$ cat config.mk
export PLATFORM = sky130hd
export DESIGN_NAME = xps_outq
export DESIGN_NICKNAME = d
export VERILOG_FILES = /design/src/hw/rtl/xps_pkg.sv /design/src/hw/rtl/xps_outq.sv
export SDC_FILE = /design/constraint.sdc
export NUM_CORES = 1
export LEC_CHECK = 0
export BUFFER_PORTS_ARGS = -buffer_cell sky130_fd_sc_hd__clkbuf_2
export CORE_ASPECT_RATIO = 1.5
export CORE_UTILIZATION = 40
export CTS_CLUSTER_SIZE = 10
export DETAILED_ROUTE_END_ITERATION = 10
export SLEW_MARGIN = 30
export SYNTH_ARGS = -nofsm -noshare
export SYNTH_HDL_FRONTEND = slang
export SYNTH_SLANG_ARGS = --single-unit
export TNS_END_PERCENT = 1
$ cat constraint.sdc
create_clock -name clk_i -period 3.4 [get_ports clk_i]
set_input_delay 0.68 -clock clk_i [delete_from_list [all_inputs] [get_ports clk_i]]
set_output_delay 0.68 -clock clk_i [all_outputs]
set_load 0.01 [all_outputs]
$ cat src/hw/rtl/xps_pkg.sv
`timescale 1ns / 1ps
`default_nettype none

package xps_pkg;

  // Store and layout limits.
  localparam int unsigned MAX_SHARD_BYTES = 4096;
  localparam int unsigned MAX_DATA_SHARDS = 64;

  // Field widths.
  localparam int unsigned SHARD_W  = 7;
  localparam int unsigned BYTES_W  = 13;
  localparam int unsigned OFFSET_W = 12;
  localparam int unsigned ADDR_W   = $clog2(MAX_SHARD_BYTES);
  localparam int unsigned CRC_W    = 32;

  // CRC32C, reflected form.
  localparam logic [CRC_W-1:0] CRC_POLY = 32'h82F6_3B78;
  localparam logic [CRC_W-1:0] CRC_INIT = 32'hFFFF_FFFF;

  // Result queue sizing.
  localparam int unsigned OQ_DEPTH = 4;
  localparam int unsigned OQ_PTR_W = $clog2(OQ_DEPTH);
  localparam int unsigned OQ_CNT_W = $clog2(OQ_DEPTH + 1);

  // Configuration register indexes.
  localparam logic CFG_SHARD_COUNT = 1'b0;
  localparam logic CFG_SHARD_BYTES = 1'b1;

  typedef enum logic [1:0] {
    KIND_PARITY = 2'd0,
    KIND_CRC    = 2'd1,
    KIND_ERROR  = 2'd2
  } xps_kind_e;

  typedef struct packed {
    xps_kind_e            kind;
    logic [SHARD_W-1:0]   shard_index;
    logic [OFFSET_W-1:0]  byte_offset;
    logic [7:0]           byte_value;
    logic [CRC_W-1:0]     crc_value;
    logic                 last;
  } xps_result_t;

  // Push request from the datapath into the result queue.
  typedef struct packed {
    logic first;
    logic second;
  } xps_push_t;

endpackage

`default_nettype wire

$ cat src/hw/rtl/xps_outq.sv
`timescale 1ns / 1ps
`default_nettype none

module xps_outq
  import xps_pkg::*;
(
  input  wire logic        clk_i,
  input  wire logic        rst_ni,
  input  wire xps_push_t   push_i,
  input  wire xps_result_t first_i,
  input  wire xps_result_t second_i,
  output logic             room2_o,
  output logic             valid_o,
  input  wire logic        ready_i,
  output xps_result_t      head_o
);

  xps_result_t           ent_q [OQ_DEPTH];
  logic [OQ_PTR_W-1:0]   wr_q, wr_d, rd_q, rd_d, wr_next;
  logic [OQ_CNT_W-1:0]   cnt_q, cnt_d;
  logic                  pop;

  function automatic logic [OQ_PTR_W-1:0] ptr_inc(input logic [OQ_PTR_W-1:0] p);
    ptr_inc = (p == OQ_PTR_W'(OQ_DEPTH - 1)) ? '0 : p + OQ_PTR_W'(1);
  endfunction

  assign pop     = valid_o && ready_i;
  assign wr_next = ptr_inc(wr_q);

  // Pointer and fill count update; up to two words enter per cycle.
  always_comb begin
    wr_d  = wr_q;
    rd_d  = rd_q;
    cnt_d = cnt_q;
    if (push_i.first && push_i.second) begin
      wr_d  = ptr_inc(wr_next);
      cnt_d = cnt_d + OQ_CNT_W'(2);
    end else if (push_i.first) begin
      wr_d  = wr_next;
      cnt_d = cnt_d + OQ_CNT_W'(1);
    end
    if (pop) begin
      rd_d  = ptr_inc(rd_q);
      cnt_d = cnt_d - OQ_CNT_W'(1);
    end
  end

  always_ff @(posedge clk_i or negedge rst_ni) begin
    if (!rst_ni) begin
      wr_q  <= '0;
      rd_q  <= '0;
      cnt_q <= '0;
    end else begin
      wr_q  <= wr_d;
      rd_q  <= rd_d;
      cnt_q <= cnt_d;
    end
  end

  // Entry storage needs no reset.
  always_ff @(posedge clk_i) begin
    if (push_i.first) begin
      ent_q[wr_q] <= first_i;
    end
    if (push_i.first && push_i.second) begin
      ent_q[wr_next] <= second_i;
    end
  end

  assign valid_o = (cnt_q != '0);
  assign head_o  = ent_q[rd_q];
  assign room2_o = (cnt_q <= OQ_CNT_W'(OQ_DEPTH - 2));

  a_second_needs_first: assert property (@(posedge clk_i) disable iff (!rst_ni)
    push_i.second |-> push_i.first)
    else $error("second word pushed without first");

  a_no_overflow: assert property (@(posedge clk_i) disable iff (!rst_ni)
    push_i.first |-> (cnt_q <= OQ_CNT_W'(OQ_DEPTH - 2)) || (pop && !push_i.second &&
      cnt_q <= OQ_CNT_W'(OQ_DEPTH)))
    else $error("result queue overflow");

endmodule

`default_nettype wire

==> implementation parameters, run 1 <==
Parameter                              Value

Timing
  Transition time at the pin with the least slew margin ... 0.6137 ns
  Hold violation total from the final report ... 0
  Worst slew margin ... 59.08%
  Clock skew after layout ... 0.006650 ns
  Aggregate negative setup slack ... 0 ns
  Tmin final ... 3.046 ns
  Portion of the clock cycle consumed by the worst path in the final layout ... 89.58%
  Setup slack of the critical path after layout ... 0.3541 ns
  Setup repair after global routing missed its margin ... no
  Final Slew Violations ... 0
  Final setup violation count ... 0
  Highest clock frequency the design can meet ... 328.3 MHz

CTS
  Maximum buffer depth of the clock tree ... 3
  TritonCTS clock tree ... built
  Number of buffers created by CTS ... 29
  Number of clock sinks seen by CTS ... 255
  Library cell used as clock root buffer ... clkbuf_16
  Clock-pin slew of the registers on the worst-case setup and hold paths ... 0.06 ns
  CTS H-tree lvls ... 1
  Worst-Skew Late Latency ... 0.54 ns

Critical path
  WS Path Type ... flip-flop to output pin
  Critical path endpoint category ... output pin
  Category of the worst setup path launch point ... flip-flop
  Worst R2R End ... ent_q[1][42]
  Arrival time of the worst setup path ... 2.37 ns
  Register-to-Register Setup Slack ... 1.19 ns
  Worst EP required ... 2.72 ns
  Launch instance of the worst register-to-register path ... wr_q[0]
  Startpoint of the most critical setup path ... rd_q[0]
  Cell depth of the worst flop-to-flop path ... 5
  Crit-path max FO ... 22

Placement
  Setup slack after placement ... 0.8235 ns
  RD Place Congestion ... 0.7181
  Detailed placer's ending HPWL ... 18,420 um
  Cells after DPL ... 1,243
  Buffers on Ports ... 192

Worst hold path
  Hold Crit Start ... ready_i
  Class of the worst hold path ... input pin to flip-flop
  Worst hold path cell count ... 3
  Hold Path Sink ... cnt_q[2]

Detailed routing
  Pre-Repair DR Iteration Count ... 5
  Antenna viol nets, final ... 0
  Routed wire length ... 29,780 um
  Number of DRC violations after detailed-routing iteration 0 ... 313
  Post-detailed-route wirelength per cell ... 23.10 um
  Vias after detailed routing ... 6,890
  Remaining DRCs ... 0
  Via density ... 5.345

Floorplan
  Area of the die ... 32,040 um^2
  Starting density of the core ... 40.48%
  Horizontal die dimension ... 146.5 um
  Number of top-level pins ... 193
  Height of the die ... 218.7 um
  # rows ... 79
  Core region area ... 30,940 um^2

Logic synthesis
  Syn Nets ... 808
  Post-synthesis instance total ... 665
  Sequential element share of the synthesized area ... 60.86%
  Number of warnings issued by yosys ... 0
  Number of storage elements in the synthesis netlist ... 255
  Synth Area per Inst ... 18.83 um^2
  Netlist Area Pre-Place ... 12,520 um^2
  Yosys cell types ... 32

Status
  Run status ... finished, final reports clean

Pwr
  Share of power burned in the clock network ... 23.5%
  Power per cell area ... 777.2 nW/um^2
  Power dissipated by switching net loads ... 3642 uW
  Largest voltage drop on the vdd net ... 390.4 uV
  Combinational cell fraction of total power ... 34.5%
  Flop pwr share ... 42.0%
  Static Leak ... 0.005390 uW
  Switching part of the total power ... 31.52%
  Internal power ... 7914 uW

Global route
  Global route total overflow ... 0
  Maximum number of pins on one net before global-route repair ... 46
  GR Util All Layers ... 18.93%
  Number of global-route vias before repair ... 7,400
  Wire length of the first global-routing pass ... 45,050 um
  Antenna violations before repair ... 4

Cells and area
  Sequential standard cell area ... 7630 um^2
  Fillers ... 2,700
  Most frequent standard cell in the layout excluding fill and tap cells ... edfxtp_1
  Growth of design area from synthesis to finish ... 18.72%
  Area occupied by multi-input gates ... 4678 um^2
  Most used cells in the layout excluding fill and tap cells ... edfxtp_1 (248), clkbuf_2 (192), mux2_2 (191), mux4_2 (62), mux2_1 (59)
  Final #Nets ... 1,013
  Fraction of layout instances using a drive strength above 1 ... 57.48%
  Non-filler instance count after layout ... 1,289

Flow run
  Max-cap violations ... 0
synth_stat cells:
master	count	area share, %
edfxtp_1	248	59
mux2_2	191	17
mux4_2	62	11
mux2_1	59	5.3
buf_2	23	0.92
ha_1	14	1.4
nand2_1	10	0.30
buf_4	7	0.42
dfrtp_1	7	1.4
buf_6	6	0.54
inv_1	6	0.18
buf_1	5	0.15
nand3_2	3	0.24
a21oi_1	2	0.080
nor2_1	2	0.060
nor2b_1	2	0.10
xnor2_1	2	0.14
xor2_1	2	0.14
a211oi_1	1	0.060
a21o_1	1	0.060
a31oi_1	1	0.050
and3_1	1	0.050
mux2i_1	1	0.080
nand2b_1	1	0.050
nand3_1	1	0.040
nand3_4	1	0.14
nor3_1	1	0.040
nor3b_1	1	0.060
nor4bb_1	1	0.080
o21ai_0	1	0.040
o22ai_1	1	0.050
or2_2	1	0.050
registers in the layout, summed over array words and instances (netlist names):
| name | flops |
|---|---|
| wr_q | 2 |
| rd_q | 2 |
| ent_q | 248 |
| cnt_q | 3 |
layout make-up:
type,instances,area share [%]
Sequential cell,255,51.31
Multi-Input combinational cell,363,31.46
Timing Repair Buffer,215,8.398
Clock buffer,41,5.183
Tap cell,405,3.408
Inverter,6,0.1515
Clock inverter,2,0.05049
Antenna cell,2,0.03366
what timing repair did:
action	in CTS	in global routing
buffers inserted	0	0
resized for setup	0	0
endpoints found under the hold margin	7	0
hold buffers	1	0
setup endpoints to repair	0	0
per-layer routing:
metal  share of wire [%]  vias up  GRT usage [%]
met1                  40     3533          22.31
met4                 2.4        4          6.076
met2                  53      188          34.24
li1                    -     3118              -
met5               0.081        -              0
met3                 5.4       47          3.946
how the worst max path moves through the flow:
stage	cells after the start	to	slack [ns]
floorplan	4	ent_q[1][0]	0.46
global route	3	head_o[53]	0.21
detailed placement	4	ent_q[0][7]	0.82
finish	3	head_o[60]	0.35
CTS	3	head_o[53]	0.28
global placement	4	ent_q[0][11]	0.85
through the flow:
stage | power [uW] | instance area (um^2) | util (%) | hold WS, ns
after floorplan | 7380 | 12520 | - | 0.3844
after global placement | 9000 | 14080 | 45.50 | 0.5357
after detailed placement | 9040 | 14080 | 45.50 | 0.5319
after CTS | 11770 | 14860 | 48.04 | 0.4062
after global routing | 12150 | 14870 | 48.06 | 0.4239
final | 11560 | 14870 | 48.06 | 0.4264
cell families after synthesis:
| group | share of synthesized area, % |
|---|---|
| fa+ha+maj | 1.399 |
| flops | 60.86 |
| compound gates | 0.3397 |
| mux | 33.71 |
| simple gates | 1.209 |
| xor+xnor | 0.2798 |
| buf+inv | 2.208 |
power by group through the flow:
stage                     clock network [uW]  logic (uW)  registers (uW)
after floorplan                            0        2680            4700
after CTS                               2770        4110            4880
final                                   2710        3980            4860
after detailed placement                   0        4090            4950
after global placement                     0        4080            4920
after global routing                    2890        4310            4950
worst max-delay path, cell delays in order (launching register included):
cell	delay [ns]
dfrtp_4	0.78
buf_12	0.28
mux4_2	0.59
clkbuf_2	0.16
No activity file was read; power rests on OpenSTA's default activity.
==> inputs of run 2 (changes only) <==
Settings changed: CELL_PAD_IN_SITES_DETAIL_PLACEMENT set to 0, CELL_PAD_IN_SITES_GLOBAL_PLACEMENT set to 2, GPL_TIMING_DRIVEN set to 1, PLACE_DENSITY_LB_ADDON set to 0.1.
==> implementation parameters, run 2 (synthesized netlist as in run 1, its figures left out) <==
Parameter                              Value

Status
  Run status ... finished, final reports clean

Global route
  GR Util All Layers ... 19.50%
  Wire length of the first global-routing pass ... 46,000 um
  Global route total overflow ... 0
  Antenna violations before repair ... 2
  Maximum number of pins on one net before global-route repair ... 41
  Number of global-route vias before repair ... 7,831

Cells and area
  Final #Nets ... 1,013
  Growth of design area from synthesis to finish ... 18.30%
  Top Registers ... ent_q x248, cnt_q x3
  Most frequent standard cell in the layout excluding fill and tap cells ... edfxtp_1
  Fraction of layout instances using a drive strength above 1 ... 58.12%
  Register name with the most flops ... ent_q
  Number of flip-flops in the largest register ... 248
  Most used cells in the layout excluding fill and tap cells ... edfxtp_1 (248), clkbuf_2 (192), mux2_2 (191), mux4_2 (62), mux2_1 (59)

Floorplan
  Area of the die ... 32,040 um^2
  Starting density of the core ... 40.48%
  Core region area ... 30,940 um^2
  # rows ... 79
  Horizontal die dimension ... 146.5 um
  Height of the die ... 218.7 um
  Number of top-level pins ... 193

CTS
  Number of buffers added for setup after CTS ... 0
  TritonCTS clock tree ... built
  Number of buffers created by CTS ... 29
  CTS H-tree lvls ... 1
  Maximum buffer depth of the clock tree ... 3
  Number of clock sinks seen by CTS ... 255
  Worst-Skew Late Latency ... 0.55 ns
  Library cell used as clock root buffer ... clkbuf_16
  Clock-pin slew of the registers on the worst-case setup and hold paths ... 0.05 ns

Critical path
  Worst EP required ... 2.72 ns
  Critical path endpoint category ... output pin
  Dominant delay contributor by cell family on the critical path ... flip-flops
  WS Path Type ... flip-flop to output pin
  Category of the worst setup path launch point ... flip-flop
  Slowest cell on the critical path ... dfrtp_4
  Sequence of cells on the critical path ... buf_12, mux4_2, clkbuf_2
  Crit-path max FO ... 36
  Crit path buf inv count ... 2
  Delay of the slowest cell on the worst path ... 0.61 ns
  Arrival time of the worst setup path ... 2.29 ns

Timing
  Worst slew margin ... 50.56%
  Final Slew Violations ... 0
  Portion of the clock cycle consumed by the worst path in the final layout ... 87.44%
  Highest clock frequency the design can meet ... 336.4 MHz
  Tmin final ... 2.973 ns
  Worst-case hold slack ... 0.4168 ns
  Clock skew after layout ... 0.01662 ns
  Transition time at the pin with the least slew margin ... 0.7415 ns
  Setup repair after global routing missed its margin ... no
  Final setup violation count ... 0
  Hold violation total from the final report ... 0
  Aggregate negative setup slack ... 0 ns

Detailed routing
  Pre-Repair DR Iteration Count ... 4
  Number of DRC violations after detailed-routing iteration 0 ... 311
  Routed wire length ... 30,590 um
  Remaining DRCs ... 0
  Post-detailed-route wirelength per cell ... 23.90 um
  Antenna viol nets, final ... 0
  Via density ... 5.443
  Vias after detailed routing ... 6,967

Placement
  Buffers on Ports ... 192
  RD Place Congestion ... 0.7171
  Detailed placer's ending HPWL ... 19,220 um

Worst hold path
  Class of the worst hold path ... input pin to flip-flop

Pwr
  Share of power burned in the clock network ... 23.1%
  Static Leak ... 0.005372 uW
  Largest voltage drop on the vdd net ... 389.0 uV
  Power dissipated by switching net loads ... 3651 uW
  Combinational cell fraction of total power ... 35.6%
  Switching part of the total power ... 31.71%
  Flop pwr share ... 41.3%
  Internal power ... 7864 uW
  Power per cell area ... 777.2 nW/um^2

Flow run
  Max-cap violations ... 0
==> run 2: cell count changes in the layout (fill, tap and decap cells not counted) <==
| cell | delta |
|---|---|
| buf_12 | -2 |
| clkinv_1 | -2 |
| diode_2 | -1 |
| clkbuf_1 | -7 |
| inv_6 | +1 |
| buf_4 | +2 |
==> run 2: layer usage <==
metal	track usage, %	wire, um
met4	5.590	567
met3	4.217	1617
met1	21.77	11660
met5	0	0
met2	36.84	16750
==> run 2: power by group through the flow <==
stage	Clock, uW	Combinational (uW)	Sequential (uW)
6_report	2660	4100	4750
2_1_floorplan	0	2680	4700
3_5_place_dp	0	4220	4830
3_3_place_gp	0	4180	4770
5_1_grt	2840	4410	4830
4_1_cts	2740	4230	4770
==> run 2: what timing repair did <==
action                                  CTS  global route
hold buffers                              1             0
endpoints found under the setup margin    0             0
hold endpoints to repair                  7             0
gates resized for setup                   0             0
==> run 2: final cells by class <==
type                            count  area, um^2
Tap cell                          405       506.7
Clock buffer                       34       744.5
Clock inverter                      1       8.758
Sequential cell                   255        7630
Fill cell                        2706       16120
Multi-Input combinational cell    363        4678
Antenna cell                        1       2.502
Timing Repair Buffer              215        1224
Inverter                            6       22.52
==> run 2: final timing paths <==
| path | startpoint | slack (ns) | cells past startpoint | to |
|---|---|---|---|---|
| worst max-delay path | rd_q[0] | 0.43 | 3 | head_o[37] |
| worst min-delay path | ready_i | 0.42 | 3 | cnt_q[2] |
| worst max register to register | wr_q[1] | 1.21 | 5 | ent_q[2][39] |
| worst min register to register | wr_q[1] | 0.65 | 2 | wr_q[1] |
| max in group asynchronous | rst_ni | 2.69 | 2 | rd_q[1] |
| min in group asynchronous | rst_ni | 0.52 | 2 | rd_q[0] |
==> run 2: per-stage QoR <==
step / setup slack (ns) / utilization (%) / power (uW) / cells / instance area [um^2]
final: 0.4270 / 47.89 / 11520 / 1280 / 14820
after global routing: 0.3087 / 47.89 / 12080 / 1280 / 14820
after CTS: 0.3528 / 47.88 / 11740 / 1279 / 14810
after detailed placement: 0.7081 / 45.42 / 9055 / 1243 / 14050
after global placement: 0.7229 / 45.42 / 8943 / 1243 / 14050
after floorplan: 0.4560 / - / 7380 / 665 / 12520
==> run 2: worst min-delay path, delay by kind of cell <==
family,cells,cell delay [ns]
buffers and inverters,1,0.09
xor gates and xnor gates,1,0.07
and+or+nand+nor,1,0.08
