**config.mk**
```make
export PLATFORM = sky130hd
export DESIGN_NAME = xps_ram
export DESIGN_NICKNAME = d
export VERILOG_FILES = /design/src/hw/rtl/xps_ram.sv
export SDC_FILE = /design/constraint.sdc
export NUM_CORES = 1
export LEC_CHECK = 0
export ABC_AREA = 1
export BUFFER_PORTS_ARGS = -buffer_cell sky130_fd_sc_hd__buf_2
export CORE_ASPECT_RATIO = 0.5
export CORE_MARGIN = 2
export CORE_UTILIZATION = 50
export DETAILED_ROUTE_END_ITERATION = 10
export PLACE_DENSITY = 0.67
export SETUP_SLACK_MARGIN = 0.02
export SLEW_MARGIN = 25
export SYNTH_ARGS = -nofsm -noshare
export SYNTH_HDL_FRONTEND = slang
export SYNTH_SLANG_ARGS = --single-unit
```
**constraint.sdc**
```tcl
create_clock -name clk_i -period 1.4 [get_ports clk_i]
set_input_delay 0.07 -clock clk_i [delete_from_list [all_inputs] [get_ports clk_i]]
set_output_delay 0.07 -clock clk_i [all_outputs]
set_load 0.03 [all_outputs]
```
**src/hw/rtl/xps_ram.sv**
```systemverilog
`timescale 1ns / 1ps
`default_nettype none

module xps_ram #(
  parameter int unsigned WIDTH = 8,
  parameter int unsigned DEPTH = 16,
  localparam int unsigned AddrW = $clog2(DEPTH)
) (
  input  wire logic             clk_i,
  input  wire logic             we_i,
  input  wire logic [AddrW-1:0] waddr_i,
  input  wire logic [WIDTH-1:0] wdata_i,
  input  wire logic             re_i,
  input  wire logic [AddrW-1:0] raddr_i,
  output logic      [WIDTH-1:0] rdata_o
);

  logic [WIDTH-1:0] mem_q [DEPTH];
  logic [WIDTH-1:0] rdata_q;

  // One write port and one registered read port.
  always_ff @(posedge clk_i) begin
    if (we_i) begin
      mem_q[waddr_i] <= wdata_i;
    end
    if (re_i) begin
      rdata_q <= mem_q[raddr_i];
    end
  end

  assign rdata_o = rdata_q;

endmodule

`default_nettype wire

```
==> results.json, run 1 <==
{
  "layout_setup_ws_ns": 0.253,
  "wl_per_cell_um": 17.9,
  "cts_setup_buffers": 0,
  "maxCapViolations": 0,
  "arrival_ns": 1.32,
  "grt_setup_unrepaired": "false",
  "cts_tree": "yes",
  "status": "finished, final reports clean",
  "fmax_mhz": 872,
  "crit_path_frequent_cell": "nand3_1",
  "crit_fanout": 1,
  "viasPerCell": 5.10,
  "cts_resized": 0,
  "portBuffers": 26,
  "drive_gt1_share_pct": 13.5,
  "drv_slew": 0,
  "worstPathRequired_ns": 1.57,
  "crit_slowest_cell": "edfxtp_1",
  "leakagePower_nw": 2.95,
  "dpl-instance-area_um2": 6230,
  "die_y_um": 80.5,
  "powerDensity_nw_per_um2": 1430,
  "start_util_pct": 52.3,
  "die-area_um2": 12600,
  "clk_pin_slew_ns": 0.06,
  "diodes": 0,
  "synthCells": 551,
  "h-tree-depth": 4,
  "ios": 27,
  "finalSetupViolCount": 0,
  "dp_hpwl_um": 8320,
  "grt_pass1_vias": 3711,
  "grt_max_degree": 65,
  "grt_pass1_wl_um": 21300,
  "area_growth_pct": 16.8,
  "core_area_um2": 11200,
  "period_needed_ns": 1.15,
  "fin_area_um2": 6830,
  "crit_type": "flop to flop",
  "ant_nets": 0,
  "syn-num-nets": 570,
  "antenna_found_initial": 0,
  "hold_class": "primary input to flop",
  "firstDrtPassIters": 5,
  "path_cells": "inv_1 -> nand2_1 -> nand3_1 -> nand3_1 -> nand3_1 -> nand2_1",
  "rows": 27,
  "relSlewSlack_pct": 57.7,
  "finalWirelength_um": 13700,
  "finalCritPeriodShare_pct": 81.9,
  "place_ws_ns": 0.120,
  "grt_usage_pct": 23.9,
  "insertion_delay_ns": 0.42,
  "yosys_warnings": 0,
  "worstMarginPinSlew_ns": 0.634,
  "die_w_um": 157,
  "vias": 3916,
  "cts.hold.buffers_added": 0,
  "nets": 615,
  "synth.avg_cell_area_um2": 10.6,
  "grt-ovfl-total": 0,
  "cts.sinks": 136,
  "root_buffer": "clkbuf_16",
  "drt_iter0_drc": 495,
  "yosys_register_bits": 136,
  "ir_drop_uv": 860,
  "cp.buffers_inverters": 1,
  "yosys.cell_types.count": 11,
  "syn_area_um2": 5850,
  "drcViolationCount": 0,
  "skew_ns": 0.00686,
  "cts_buffers": 17,
  "seq_area_frac_synth_pct": 69.8,
  "crit_family": "simple AND/OR/NAND/NOR gates",
  "hold_viol": 0,
  "end_kind": "flop",
  "critPathLaunchType": "flop",
  "clockBufferDepth": 2,
  "gp_congestion": 0.862,
  "final.setup.tns_ns": 0,
  "slowest_delay_ns": 0.37
}
layout by cell type (no fill, tap or decap), types with 17 or more instances in the layout:
cell type / Yosys / final
clkbuf_16: 0 / 17
buf_4: 4 / 21
nand2_1: 173 / 173
buf_2: 13 / 26
nand3_1: 97 / 97
inv_1: 100 / 100
edfxtp_1: 136 / 136
nor2_1: 17 / 17
layer usage:
layer | part of all wire, % | global-route usage (%) | up-vias
li1 | - | - | 1870
met1 | 46 | 35.5 | 1856
met2 | 46 | 35.7 | 180
met3 | 7.2 | 5.02 | 10
met4 | 0.95 | 6.79 | 0
met5 | 0 | 0 | -
cell usage after synthesis:
master	instances	share of area, %
nand3_1	97	8.3
nor2_1	17	1.1
buf_2	13	1.1
edfxtp_1	136	70
buf_1	1	0.064
nand2_1	173	11
inv_2	2	0.13
buf_6	6	1.2
inv_1	100	6.4
buf_4	4	0.51
nand3b_1	2	0.26
path summary, 6_finish.rpt:
path,cells after the start,startpoint,slack [ns],to
worst max-delay path,6,mem_q[13][6],0.25,rdata_o[6]
worst max register to register,6,mem_q[13][6],0.25,rdata_o[6]
worst min register to register,6,mem_q[4][7],0.77,rdata_o[7]
worst min-delay path,1,re_i,0.03,rdata_o[0]
area by class of cell:
| class | instances | area [um^2] |
|---|---|---|
| clock buffer | 18 | 429 |
| clock inverter | 14 | 174 |
| fill | 899 | 4350 |
| inverter | 102 | 383 |
| multi-input combinational | 289 | 1210 |
| sequential | 136 | 4080 |
| tap | 159 | 199 |
| timing repair buffer | 50 | 348 |
flip-flops by register name (all words and copies together) (netlist names):
signal / flops
mem_q: 128
rdata_o: 8
logic make-up (layout without fill, tap and decap cells):
| family | after synthesis | after routing | share of synthesized area [%] |
|---|---|---|---|
| and+or+nand+nor | 289 | 289 | 20.8 |
| DFF | 136 | 136 | 69.8 |
| buffers and inverters | 126 | 184 | 9.39 |
through the flow:
stage               power, mW  std cells  util [%]  hold WS, ns
floorplan                5.05        551         -        0.169
global placement         5.30        736      55.7        0.450
detailed placement       5.31        736      55.7        0.452
CTS                      9.78        768      61.1       0.0197
global route             10.0        768      61.1       0.0196
finish                   9.76        768      61.1       0.0307
power by group:
group / internal, mW / total (mW) / switching, mW
clock network: 2.81 / 4.53 / 1.72
logic: 0.172 / 0.615 / 0.443
registers: 4.59 / 4.62 / 0.0273
total: 7.57 / 9.76 / 2.19
Power figures use the tool's default switching activity.
==> run 2, diff against run 1 <==
--- a/config.mk
+++ b/config.mk
@@ -5,13 +5,13 @@
 export SDC_FILE = /design/constraint.sdc
 export NUM_CORES = 1
 export LEC_CHECK = 0
-export ABC_AREA = 1
+export ABC_AREA = 0
 export BUFFER_PORTS_ARGS = -buffer_cell sky130_fd_sc_hd__buf_2
 export CORE_ASPECT_RATIO = 0.5
 export CORE_MARGIN = 2
 export CORE_UTILIZATION = 50
 export DETAILED_ROUTE_END_ITERATION = 10
-export PLACE_DENSITY = 0.67
+export PLACE_DENSITY = 0.7
 export SETUP_SLACK_MARGIN = 0.02
 export SLEW_MARGIN = 25
 export SYNTH_ARGS = -nofsm -noshare
==> constraint.sdc (replaced) <==
create_clock -name clk_i -period 1 [get_ports clk_i]
set_input_delay 0.05 -clock clk_i [delete_from_list [all_inputs] [get_ports clk_i]]
set_output_delay 0.05 -clock clk_i [all_outputs]
set_load 0.03 [all_outputs]
==> run 2 against run 1 <==
Against the previous run:
- the flow now finishes with violations (negative setup slack)
- combinational power rose by 36%
- global-route usage down 4.2 points
- wire length shrank 28%
- sequential cell count did not move
- critical path depth shrank 3
- synthesized area decreased by 11%
- critical endpoint is now rdata_o[0]
==> results.json, run 2 <==
{
  "yosys_warnings": 0,
  "vias": 2561,
  "final.setup.tns_ns": -3.42,
  "p_clk_share_pct": 42.8,
  "layout_common_cells": "136 x edfxtp_1, 32 x mux4_2, 26 x buf_4, 18 x buf_2, 17 x clkbuf_16",
  "p_comb_share_pct": 6.6,
  "clockBufferDepth": 2,
  "netlist.top_cell.by_area": "edfxtp_1",
  "powerDensity_nw_per_um2": 1950,
  "drive_gt1_share_pct": 45.6,
  "leakagePower_nw": 2.18,
  "skew_ns": 0.00625,
  "grt-ovfl-total": 0,
  "seq_area_frac_synth_pct": 78.1,
  "dp_cells": 424,
  "ff2ff_setup_slack_ns": -0.44,
  "nets": 322,
  "power_frac_seq_pct": 50.6,
  "fin_cells": 456,
  "cts_setup_buffers": 0,
  "yosysMostFrequentCell": "edfxtp_1",
  "antenna_found_initial": 0,
  "root_buffer": "clkbuf_16",
  "ant_nets": 0,
  "ys_async_sr_fraction_pct": 0,
  "wl_per_cell_um": 21.8,
  "yosys-top-cells-count": "136 x edfxtp_1, 18 x mux4_2, 16 x a22oi_1",
  "h-tree-depth": 4,
  "insertion_delay_ns": 0.41,
  "synth_ff_type": "edfxtp_1",
  "critPathLaunchType": "flop",
  "rows": 26,
  "yosys_register_bits": 136,
  "syn-num-nets": 248,
  "relSlewSlack_pct": 44.3,
  "crit-reg2reg-capture": "rdata_o[0]",
  "die-area_um2": 11300,
  "portBuffers": 26,
  "drcViolationCount": 0,
  "arrival_ns": 1.58,
  "synth_edf_count": 136,
  "grt_usage_pct": 19.7,
  "synth_top_cell_area_share_pct": 78.1,
  "holdPathStages": 1,
  "grt_pass1_vias": 2606,
  "firstDrtPassIters": 5,
  "violations": "negative setup slack",
  "finalWirelength_um": 9930,
  "worstMarginPinSlew_ns": 0.834,
  "core_area_um2": 10200,
  "cts_tree": "yes",
  "total_power_mw": 12.8,
  "synthCells": 229,
  "final_common_cell": "edfxtp_1",
  "swShare_pct": 20.4,
  "hold_class": "primary input to flop",
  "drt_iter0_drc": 273,
  "crit_type": "flop to flop",
  "ios": 27,
  "yosys.cell_types.count": 18,
  "grt_max_degree": 17,
  "layout_setup_ws_ns": -0.439,
  "largest_reg_flops": 128,
  "area_growth_pct": 25.2,
  "status": "finished, violations left",
  "syn_area_um2": 5230,
  "die_w_um": 149,
  "holdPathEnd": "rdata_o[0]",
  "maxCapViolations": 0,
  "synth.avg_cell_area_um2": 22.8,
  "hold_path_startpoint": "re_i",
  "switchingPower_mw": 2.61,
  "finalCritPeriodShare_pct": 144,
  "clk_pin_slew_ns": 0.06,
  "diodes": 0,
  "die_y_um": 76.3,
  "gp_congestion": 0.753,
  "regMostFlops": "mem_q",
  "cts_buffers": 17,
  "fillCellCount": 672,
  "fmax_mhz": 695,
  "r2r_start": "mem_q[4][0]",
  "period_needed_ns": 1.44,
  "crit_fanout": 1,
  "register_area_um2": 4080,
  "start_util_pct": 51.3,
  "hold_viol": 0,
  "drv_slew": 0,
  "end_kind": "flop",
  "ir_drop_uv": 1050,
  "finalSetupViolCount": 14,
  "grt_setup_unrepaired": "true",
  "reg2regPathDepth": 3,
  "multi_input_area_um2": 1130,
  "crit_start": "mem_q[4][0]",
  "synth_area_leaders": "edfxtp_1 78%, mux4_2 7.8%, mux4_1 7.0%, a22oi_1 2.3%, nor2_1 0.93%",
  "worstPathRequired_ns": 1.14,
  "dp_hpwl_um": 6670,
  "grt_pass1_wl_um": 15600,
  "cts.sinks": 136,
  "viasPerCell": 5.62,
  "p_int_mw": 10.2
}
-- run 2: changes by cell type after synthesis, moves of 3 or more --
cell / before / now
nand2_1: 173 / 9
inv_1: 100 / 0
nand3_1: 97 / 1
mux4_2: 0 / 18
a22oi_1: 0 / 16
mux4_1: 0 / 14
buf_2: 13 / 3
nor2_1: 17 / 13
nor3_1: 0 / 4
buf_4: 4 / 1
buf_6: 6 / 3
clkdlybuf4s25_2: 0 / 3
-- run 2: power by group through the flow --
stage          clock network, mW  logic, mW  registers [mW]
2_1_floorplan                  0      0.370            6.62
3_3_place_gp                   0      0.773            6.57
3_5_place_dp                   0      0.790            6.58
4_1_cts                     5.54      0.846            6.47
5_1_grt                     5.83      0.902            6.48
6_report                    5.47      0.839            6.47
-- run 2: final cells by class --
type	count	share of cell area, %
tap	140	2.68
timing repair buffer	65	9.71
multi-input combinational	83	17.2
clock buffer	20	6.67
sequential	136	62.4
clock inverter	12	1.30
-- run 2: logic make-up (layout without fill, tap and decap cells) --
logic type / count (synthesis) / count (layout) / synth area share [%]
flip-flops: 136 / 136 / 78.1
AND/OR/NAND/NOR: 35 / 35 / 3.14
multiplexers: 32 / 32 / 14.8
AO/OA/AOI/OAI: 16 / 16 / 2.30
buffers and inverters: 10 / 97 / 1.65
-- run 2: worst max-delay path by stage --
stage,end,cells after the start
after CTS,rdata_o[1],3
after global placement,rdata_o[4],6
after floorplan,rdata_o[0],3
final,rdata_o[0],3
after detailed placement,rdata_o[4],6
after global routing,rdata_o[1],3
-- run 2: routing by layer --
layer	wire (um)	vias to the layer above	track usage (%)
met2	4590	90	28.7
li1	-	1126	-
met3	614	7	6.83
met4	73	0	4.86
met5	0	-	0
met1	4650	1338	29.0
-- run 2: worst max-delay path: stages (launching register included) --
cell and delay, ns:
edfxtp_1 0.38, mux4_2 0.52, a22oi_2 0.17, nand2_1 0.11
-- run 2: what timing repair did --
item | CTS | global route
hold buffers | 0 | 0
endpoints found under the hold margin | 0 | 0
gates resized for setup | 24 | 0
cloned | 0 | 0
setup endpoints to repair | 16 | 16
-- run 2: through the flow --
step,area [um^2],util (%),setup WS [ns],hold WS [ns]
after global routing,6550,64.3,-0.482,0.00887
after floorplan,5290,-,-0.266,0.149
after detailed placement,5930,58.3,-0.666,0.440
final,6550,64.3,-0.439,0.0300
after CTS,6550,64.3,-0.444,0.0131
after global placement,5930,58.3,-0.660,0.428
==> run 3, diff against run 2 <==
--- a/config.mk
+++ b/config.mk
@@ -5,11 +5,12 @@
 export SDC_FILE = /design/constraint.sdc
 export NUM_CORES = 1
 export LEC_CHECK = 0
-export ABC_AREA = 0
+export ABC_AREA = 1
 export BUFFER_PORTS_ARGS = -buffer_cell sky130_fd_sc_hd__buf_2
 export CORE_ASPECT_RATIO = 0.5
 export CORE_MARGIN = 2
 export CORE_UTILIZATION = 50
+export CTS_CLUSTER_SIZE = 8
 export DETAILED_ROUTE_END_ITERATION = 10
 export PLACE_DENSITY = 0.7
 export SETUP_SLACK_MARGIN = 0.02
==> constraint.sdc (replaced) <==
create_clock -name clk_i -period 1 [get_ports clk_i]
set_input_delay 0.1 -clock clk_i [delete_from_list [all_inputs] [get_ports clk_i]]
set_output_delay 0.1 -clock clk_i [all_outputs]
set_load 0.03 [all_outputs]
==> run 3 against run 2 <==
Against the previous run:
- the run still ends with negative setup slack left
- first-iteration DRC count grew 53%
- register-to-register slack gained 0.33 ns
- critical path depth increased by 3
- maximum frequency is 30% higher
- core utilization rose by 2.1 points
- hold slack improved by 0.0059 ns
- clock power increased by 13%
- die area rose by 11%
- global-route usage grew 4.4 points
- critical endpoint is now rdata_o[1]
- largest cell class unchanged
==> results.json, run 3 (same netlist as run 1, synthesis figures left out) <==
{
  "viasPerCell": 5.26,
  "drive_gt1_share_pct": 28.5,
  "hold_viol": 0,
  "diodes": 0,
  "grt_pass1_wl_um": 21400,
  "relSlewSlack_pct": 72.5,
  "crit_fanout": 1,
  "violations": "negative setup slack",
  "drcViolationCount": 0,
  "portBuffers": 26,
  "grt_usage_pct": 24.1,
  "h-tree-depth": 4,
  "die_w_um": 157,
  "drv_slew": 0,
  "clockBufferDepth": 2,
  "ant_nets": 0,
  "grt_pass1_vias": 3911,
  "grt-ovfl-total": 0,
  "maxCapViolations": 0,
  "layout_setup_ws_ns": -0.109,
  "ios": 27,
  "die-area_um2": 12600,
  "regMostFlops": "mem_q",
  "status": "finished, violations left",
  "layout_common_cells": "167 x nand2_1, 136 x edfxtp_1, 90 x inv_1, 64 x nand3_2, 30 x nand3_1",
  "finalSetupViolCount": 16,
  "wl_per_cell_um": 18.4,
  "area_growth_pct": 27.0,
  "end_kind": "flop",
  "rows": 27,
  "cts.sinks": 136,
  "vias": 4081,
  "cts_setup_buffers": 0,
  "finalWirelength_um": 14300,
  "nets": 624,
  "finalCritPeriodShare_pct": 111,
  "cts_buffers": 17,
  "largest_reg_flops": 128,
  "clk_pin_slew_ns": 0.06,
  "grt_setup_unrepaired": "true",
  "hold_class": "primary input to flop",
  "die_y_um": 80.5,
  "worstMarginPinSlew_ns": 0.412,
  "critPathLaunchType": "flop",
  "total_power_mw": 13.8,
  "insertion_delay_ns": 0.42,
  "final_common_cell": "nand2_1",
  "ir_drop_uv": 1440,
  "skew_ns": 0.00646,
  "cts_tree": "yes",
  "period_needed_ns": 1.11,
  "powerDensity_nw_per_um2": 1850,
  "arrival_ns": 1.29,
  "crit_type": "flop to flop",
  "dp_hpwl_um": 8520,
  "gp_congestion": 0.901,
  "core_area_um2": 11200,
  "place_ws_ns": -0.278,
  "drt_iter0_drc": 417,
  "leakagePower_nw": 3.17,
  "worstPathRequired_ns": 1.18,
  "root_buffer": "clkbuf_16",
  "firstDrtPassIters": 5,
  "fmax_mhz": 902,
  "start_util_pct": 52.3,
  "antenna_found_initial": 0,
  "final.setup.tns_ns": -1.19,
  "grt_max_degree": 35,
  "cts.hold.buffers_added": 0
}
==> run 3: repair_timing <==
action                                  CTS  global route
hold endpoints to repair                  0             0
pin swaps                                36            25
endpoints found under the setup margin   16            16
resized for setup                        51            51
==> run 3: cell type report <==
cell class	count	area, um^2
flip-flops and latches	136	4080
multi-input cells	289	1600
clock buffers	17	425
inverters	102	383
well taps	159	199
clock inverters	14	158
repair buffers	59	578
fillers	787	3760
==> run 3: power by group <==
group / internal, mW / total (mW) / leakage [nW] / switching [mW]
Clock: 3.87 / 6.19 / 0.271 / 2.32
Combinational: 0.382 / 1.11 / 1.66 / 0.730
Sequential: 6.43 / 6.47 / 1.24 / 0.0426
==> run 3: worst paths after layout <==
check,cells past startpoint,startpoint,slack [ns],to
min,1,re_i,0.04,rdata_o[7]
max reg2reg,6,mem_q[11][1],-0.11,rdata_o[1]
min reg2reg,6,mem_q[10][3],0.77,rdata_o[3]
max,6,mem_q[11][1],-0.11,rdata_o[1]
==> run 3: routing by layer <==
layer,share of wire (%),global-route usage (%),vias to the layer above
met5,0,0,-
met4,1.8,9.08,0
met1,43,32.8,1989
met3,7.9,6.21,24
li1,-,-,1893
met2,47,37.7,175
==> run 3: worst max-delay path, stage by stage, from the launching register on <==
cell	delay, ns
edfxtp_1	0.36
inv_1	0.07
nand2_1	0.05
nand3_1	0.14
nand3_2	0.10
nand3_2	0.10
nand2_2	0.05
==> run 3: through the flow <==
step | instance area (um^2) | std cells | utilization [%] | hold slack (ns)
CTS | 7210 | 776 | 64.5 | 0.0272
global route | 7430 | 776 | 66.4 | 0.0294
global placement | 6420 | 745 | 57.4 | 0.466
detailed placement | 6420 | 745 | 57.4 | 0.470
floorplan | 5860 | 551 | - | 0.199
finish | 7430 | 776 | 66.4 | 0.0359
